## src/rtl/cnsf_pkg.sv

```systemverilog
// Shared types and constants of the cell node spring force block.
// Used by the sequencer, datapath and top level of the block; depends on nothing else.
package cnsf_pkg;

   localparam int TAG_W       = 8;
   localparam int GAIN_W      = 32;
   localparam int FORCE_W     = 48;
   localparam int REQ_TDATA_W = 40;
   localparam int RSP_TDATA_W = 96;

   // Operation codes carried in the request tuser.
   localparam logic [1:0] OP_TAG_WRITE  = 2'd0;
   localparam logic [1:0] OP_COMPUTE    = 2'd1;
   localparam logic [1:0] OP_FORCE_READ = 2'd2;

   // Result kinds carried in the response tuser.
   localparam logic KIND_DONE  = 1'b0;
   localparam logic KIND_FORCE = 1'b1;

   // Register indexes on the configuration port.
   localparam logic REG_CELL_COUNT = 1'b0;
   localparam logic REG_FORCE_GAIN = 1'b1;

   typedef struct packed {
      logic clear_begin;
      logic clear_step;
      logic tag_write;
      logic load_read;
      logic scan_init;
      logic tag_step;
      logic mask_load;
      logic cell_update;
      logic f_prod;
      logic f_sub;
      logic f_mul;
      logic f_acc;
      logic next_node;
      logic out_load;
      logic out_kind;
   } cmd_type;

   typedef struct packed {
      logic clear_last;
      logic tag_done;
      logic mask_empty;
      logic scan_last;
      logic item_in_range;
      logic out_free;
   } sts_type;

endpackage

```

## src/rtl/cnsf_ctrl.sv

```systemverilog
// Sequencer of the cell node spring force block: steps the datapath through
// clearing, tag writes, the node scan and force reads. Uses cnsf_pkg.
module cnsf_ctrl (
   input  logic              clock,
   input  logic              reset,
   input  logic              req_tvalid,
   input  logic [1:0]        req_op,
   output logic              req_tready,
   input  cnsf_pkg::sts_type sts,
   output cnsf_pkg::cmd_type cmd
);

   typedef enum logic [3:0] {
      ST_RCLR, ST_IDLE, ST_CCLR, ST_TAGS, ST_MASK, ST_CHK, ST_CRD, ST_CWR,
      ST_FRD, ST_FPROD, ST_FSUB, ST_FMUL, ST_FACC, ST_NEXT, ST_DONE
   } state_type;

   state_type state_ff, state_in;
   logic      read_ff, read_in;

   assign req_tready = (state_ff == ST_IDLE);

   always_comb begin
      cmd      = '0;
      state_in = state_ff;
      read_in  = read_ff;
      case (state_ff)
         ST_RCLR: begin
            cmd.clear_step = 1'b1;
            if (sts.clear_last) begin
               state_in = ST_IDLE;
            end
         end
         ST_IDLE: begin
            if (req_tvalid) begin
               case (req_op)
                  cnsf_pkg::OP_TAG_WRITE: begin
                     cmd.tag_write = 1'b1;
                  end
                  cnsf_pkg::OP_COMPUTE: begin
                     cmd.clear_begin = 1'b1;
                     read_in         = 1'b0;
                     state_in        = ST_CCLR;
                  end
                  cnsf_pkg::OP_FORCE_READ: begin
                     cmd.load_read = 1'b1;
                     read_in       = 1'b1;
                     state_in      = sts.item_in_range ? ST_TAGS : ST_DONE;
                  end
                  default: begin
                  end
               endcase
            end
         end
         ST_CCLR: begin
            cmd.clear_step = 1'b1;
            if (sts.clear_last) begin
               cmd.scan_init = 1'b1;
               state_in      = ST_TAGS;
            end
         end
         ST_TAGS: begin
            cmd.tag_step = 1'b1;
            if (sts.tag_done) begin
               state_in = ST_MASK;
            end
         end
         ST_MASK: begin
            cmd.mask_load = 1'b1;
            state_in      = ST_CHK;
         end
         ST_CHK: begin
            if (sts.mask_empty) begin
               state_in = read_ff ? ST_DONE : ST_NEXT;
            end else begin
               state_in = read_ff ? ST_FRD : ST_CRD;
            end
         end
         ST_CRD: begin
            state_in = ST_CWR;
         end
         ST_CWR: begin
            cmd.cell_update = 1'b1;
            state_in        = ST_CHK;
         end
         ST_FRD: begin
            state_in = ST_FPROD;
         end
         ST_FPROD: begin
            cmd.f_prod = 1'b1;
            state_in   = ST_FSUB;
         end
         ST_FSUB: begin
            cmd.f_sub = 1'b1;
            state_in  = ST_FMUL;
         end
         ST_FMUL: begin
            cmd.f_mul = 1'b1;
            state_in  = ST_FACC;
         end
         ST_FACC: begin
            cmd.f_acc = 1'b1;
            state_in  = ST_CHK;
         end
         ST_NEXT: begin
            cmd.next_node = 1'b1;
            state_in      = sts.scan_last ? ST_DONE : ST_TAGS;
         end
         ST_DONE: begin
            if (sts.out_free) begin
               cmd.out_load = 1'b1;
               cmd.out_kind = read_ff ? cnsf_pkg::KIND_FORCE : cnsf_pkg::KIND_DONE;
               state_in     = ST_IDLE;
            end
         end
         default: begin
            state_in = ST_IDLE;
         end
      endcase
   end

   always_ff @(posedge clock) begin
      if (reset) begin
         state_ff <= ST_RCLR;
         read_ff  <= 1'b0;
      end else begin
         state_ff <= state_in;
         read_ff  <= read_in;
      end
   end

`ifndef SYNTHESIS
   a_out_free : assert property (@(posedge clock) disable iff (reset)
      cmd.out_load |-> sts.out_free) else $error("result loaded over a pending one");
   a_cell_sel : assert property (@(posedge clock) disable iff (reset)
      (state_ff == ST_CRD || state_ff == ST_FRD) |-> !sts.mask_empty)
      else $error("cell access with no member cell left");
   a_cell_wr_mode : assert property (@(posedge clock) disable iff (reset)
      cmd.cell_update |-> !read_ff) else $error("cell sums written during a read");
   a_clear_idle : assert property (@(posedge clock) disable iff (reset)
      cmd.clear_step |-> !req_tready) else $error("item taken during a clear");
`endif

endmodule

```

## config.mk

```make
export PLATFORM = sky130hd
export DESIGN_NAME = cnsf_ctrl
export DESIGN_NICKNAME = d
export VERILOG_FILES = /design/src/rtl/cnsf_pkg.sv /design/src/rtl/cnsf_ctrl.sv
export SDC_FILE = /design/constraint.sdc
export NUM_CORES = 1
export LEC_CHECK = 0
export BUFFER_PORTS_ARGS = -buffer_cell sky130_fd_sc_hd__buf_2
export CAP_MARGIN = 5
export CORE_MARGIN = 2
export CORE_UTILIZATION = 35
export DETAILED_ROUTE_END_ITERATION = 6
export HOLD_SLACK_MARGIN = 0.03
export PLACE_DENSITY = 0.57
export SLEW_MARGIN = 25
export SYNTH_ARGS = -nofsm -noshare
export SYNTH_HDL_FRONTEND = slang
export SYNTH_SLANG_ARGS = --single-unit
export TNS_END_PERCENT = 10
```

## constraint.sdc

```tcl
create_clock -name clock -period 2.5 [get_ports clock]
set_clock_uncertainty 0.2 [all_clocks]
set_input_delay 0.5 -clock clock [delete_from_list [all_inputs] [get_ports clock]]
set_output_delay 0.5 -clock clock [all_outputs]
set_load 0.05 [all_outputs]
```

* Yosys cells after proc, flatten, opt, wreduce, memory -nomap -nowiden *
Index checks and enable logic that the tools add are counted.

storage, ports and cells
  flip-flop bits (word level) = 5
  latch bits = 0
  memory bits (read-only) = 0
  memories kept = 0
  RAM bits = 0

operators by class
  divide/modulo/power cells = 0
  shifts and indexed selects = 0
  reductions and logical operators = 7
  multipliers = 0
  eq/ne operators = 22
  muxes and demuxes = 34
  magnitude comparators = 0
  bitwise gates (word level) = 0
  add/sub/neg operators = 0

operator list
  operator              number
  $pmux W4 S13          1
  $mux W4               9
  $eq A4 B4 Y1 const B  7
  $mux W1               17
  $eq A4 B3 Y1 const B  4
  $mux W2               5
  $ne A2 B2 Y1 const B  5
  $eq A4 B2 Y1 const B  2
  $pmux W4 S2           1
  $reduce_and A6 Y1     1
  $eq A4 B1 Y1 const B  1
  $logic_not A4 Y1      1
  $ne A3 B1 Y1 const B  1
  $reduce_and A3 Y1     1
  $reduce_or A3 Y1      1
  $eq A2 B1 Y1 const B  1
  $eq A2 B2 Y1 const B  1
  $logic_not A2 Y1      1
  $pmux W1 S2           1
  $reduce_bool A2 Y1    1
  $reduce_or A2 Y1      1

* Depth between registers and ports, before layout *
  word-level depth = 4
  gate-level depth with buffers = 6
  gate-level depth less buffers = 6

* Worst setup path after synthesis *
Ideal clock, no wire load.

  path kind = reg-to-output
  start point = register state_ff[0]
  end point = output cmd[9] in the netlist's numbering
  path buffers = 2
  cell stages (with the launch flop) = 5
  data required time = 1800 ps
  path slack = -83 ps
  data arrival time = 1883 ps
  cells stage by stage = dfxtp_1 buf_6 clkbuf_1 nand2_1 nor3_1

RTL lines
  what                      RTL line          text
  start: declaration        cnsf_ctrl.sv:18   state_type state_ff, state_in;
  start signal: assignment  cnsf_ctrl.sv:127  state_ff <= state_in;
  end: declaration          cnsf_ctrl.sv:10   output cnsf_pkg::cmd_type cmd

==> run summary <==
Post-synth EDFFs - 0
Max Buffers Root-to-Sink - 2
Synthesized-area fraction occupied by adder cells - 0.1066
ANT nets after route - 0
Core area - 0.001922 sq mm
GPL Wtd Cong - 0.7712
Syn_nets - 106
Final setup viols - 0
Final worst path period share - 0.9198
First-pass GRT wire length - 3180 microns
Clock Root Buffer - clkbuf_4
Ant diodes - 0
Grt peak-use layer - met2
Synthesized flop and latch total - 5
Routed WL - 1808 microns
CP max-delay cell - dfxtp_1
Min Tclk post-route - 2.299 ns
Clock Latency Late Sink - 0.24 ns
Hold endpoint - state_ff[3]
DRC viols - 0
Max VDD drop - 442.2 uV
RSZ-0062 raised after global routing - no
CP startpoint - state_ff[1]
Synth Area in XOR/XNOR - 0
Compound-Gate Fraction of Synth Area - 0.2362
Hold_buf cts - 0
Pwr Total - 0.0005978 W
Synth cell types - 44
Static leakage - 0.4379 nW
Reg2Reg Setup Slack - 0.62 ns
DIE HEIGHT - 48.86 microns
Buf+Inv Stages, Crit Path - 1
Power Dens Cells - 677.7 mW/mm^2
I/O pin cnt - 27
DIE AREA - 0.002387 sq mm
Port-buffer cells - 26
CTS sink count - 5
Die extent in x - 48.86 microns
TritonCTS clock tree - yes
Dpl cells - 140
Critical path arrival - 1.60 ns
Worst r2r src - state_ff[1]
Largest area contributor in the synthesized netlist - dfxtp_1
Fmax - 434.9 MHz
HPWL Detailed - 1462 microns
Commonest cells in the netlist - 10 x nor2_1, 8 x inv_1, 6 x and3_1, 6 x ha_1, 5 x dfxtp_1
Row Count - 16
Rel. slew slack - 0.7435
Syn_area_per_cell - 7.915 sq um
Yosys top cell area share - 0.1421
Count leader, synth - nor2_1
Area growth, synth to finish - 25.22%
Final hold slack - 0.3228 ns
Initial Util - 0.3665
Fin. Hold Viols - 0
DR pass1 iterations - 4
Post-CTS sizing - 0
Req. time, crit path - 1.80 ns
Async S/R FF share, synth - 0
Reg2Reg Depth - 5
Synth Cell Area - 704.4 sq um
Layout cell share with drive strength beyond 1 - 0.3932
Max cap viols - 0
Largest net degree at the start of global routing - 18
Crit Path Max Fanout - 8
GR Overflow Total - 0
DR WL/cell - 12.56 microns
Worst hold path type - in -> reg
Reg-to-reg critical path endpoint - state_ff[3]
# nets final - 135
WS Path Type - reg -> out
Ys flop type - dfxtp_1
Finished Layout Cells - 144
Largest family of logic cells by synthesized area - simple AND/OR/NAND/NOR gates
H-Tree Depth - 1
Initial antenna violation count - 0
Initial DRC count - 18
GRT met3 Usage - 0.04601
Setup Fix Bufs, Post-CTS - 0
Vias in the first global route - 694
Critical path startpoint category - flop
Cell breakdown of the critical path - nor2b_1 > and3_1 > and2_1 > buf_2
Met1 Resource Use GR - 0.2022
Seq/Total Area, Yosys - 0.1421
Top post-synthesis cells by area - dfxtp_1 14%, ha_1 11%, and3_1 5.3%, nor2_1 5.3%, buf_6 4.8%
Met2 usage - 0.2877
Critical Path Max Stage Delay - 0.49 ns
Yosys Warn Count - 0
Mux share of post-synthesis cell area - 0.01421
Synthesized-area fraction occupied by and/or/nand/nor cells - 0.3908
Detailed-route via count - 744
CP endpoint kind - output port
Top Family by Delay on Critical Path - simple AND/OR/NAND/NOR gates
Fillers - 231
Total CTS buffers - 3
Outcome - finished clean
Worst-Margin Slew - 0.3832 ns
All-Layer GR Usage - 0.1626
Fin util - 0.4590
Mapped Cells - 89
Hold path depth - 2
Vias per Instance - 5.167
Min-delay src - reset
Max Slew Vio Count - 0
Clk slew on worst S/H paths - 0.04 ns
==> cells by family (layout without fill, tap and decap cells) <==
group | after synthesis | count (layout)
muxes | 1 | 1
buffers and inverters | 14 | 42
AOI/OAI and AO/OA | 20 | 20
adders and majority gates | 6 | 6
and+or+nand+nor | 43 | 43
DFF | 5 | 5
==> cell type report <==
type | count | area (sq um) | area share
tap | 27 | 33.78 | 0.03830
sequential | 5 | 100.1 | 0.1135
multi-input combinational | 70 | 531.8 | 0.6028
timing repair buffer | 30 | 160.2 | 0.1816
inverter | 8 | 30.03 | 0.03404
clock buffer | 4 | 26.28 | 0.02979
==> per-layer routing <==
metal	wire length, microns	share of wire
met1	825	0.46
met2	855	0.47
met3	127	0.070
met4	0	0
met5	0	0
==> where the power goes <==
part | switching [W] | total, W | internal (W)
sequential | 0.0000248 | 0.000120 | 0.0000948
clock | 0.0000321 | 0.0000923 | 0.0000603
combinational | 0.000247 | 0.000386 | 0.000139
total | 0.000303 | 0.000598 | 0.000294
==> cells in the final DEF (no fill, tap or decap), types with 2 or more instances in the layout <==
| cell | count |
|---|---|
| inv_1 | 8 |
| nor2_1 | 10 |
| nor4_1 | 2 |
| dfxtp_1 | 5 |
| clkbuf_4 | 3 |
| nand2b_1 | 2 |
| nand2_1 | 2 |
| nor3_1 | 3 |
| o21a_1 | 2 |
| buf_4 | 4 |
| a21oi_1 | 2 |
| a21o_1 | 2 |
| buf_2 | 26 |
| o21ai_0 | 3 |
| nor2b_1 | 3 |
| ha_1 | 6 |
| and3_1 | 6 |
==> registers in the layout, indices dropped and copies added (netlist names) <==
signal / flops
state_ff: 4
read_ff: 1
==> metrics by stage <==
| step | setup TNS (ns) | setup WS, ns | cell area [sq um] |
|---|---|---|---|
| 2_1_floorplan | -0.04593 | -0.01531 | 709.4 |
| 3_3_place_gp | 0 | 0.4404 | 855.8 |
| 3_5_place_dp | 0 | 0.3681 | 855.8 |
| 4_1_cts | 0 | 0.2089 | 882.1 |
| 5_1_grt | 0 | 0.08939 | 882.1 |
| 6_report | 0 | 0.2006 | 882.1 |
==> worst max-delay path by stage <==
stage               cells after the start  slack (ns)          end
floorplan                               3       -0.02      cmd[11]
global placement                        4        0.44       cmd[0]
detailed placement                      7        0.37  state_ff[0]
CTS                                     4        0.21       cmd[0]
global route                            3        0.09      cmd[12]
finish                                  4        0.20       cmd[0]
Power figures use the tool's default switching activity.
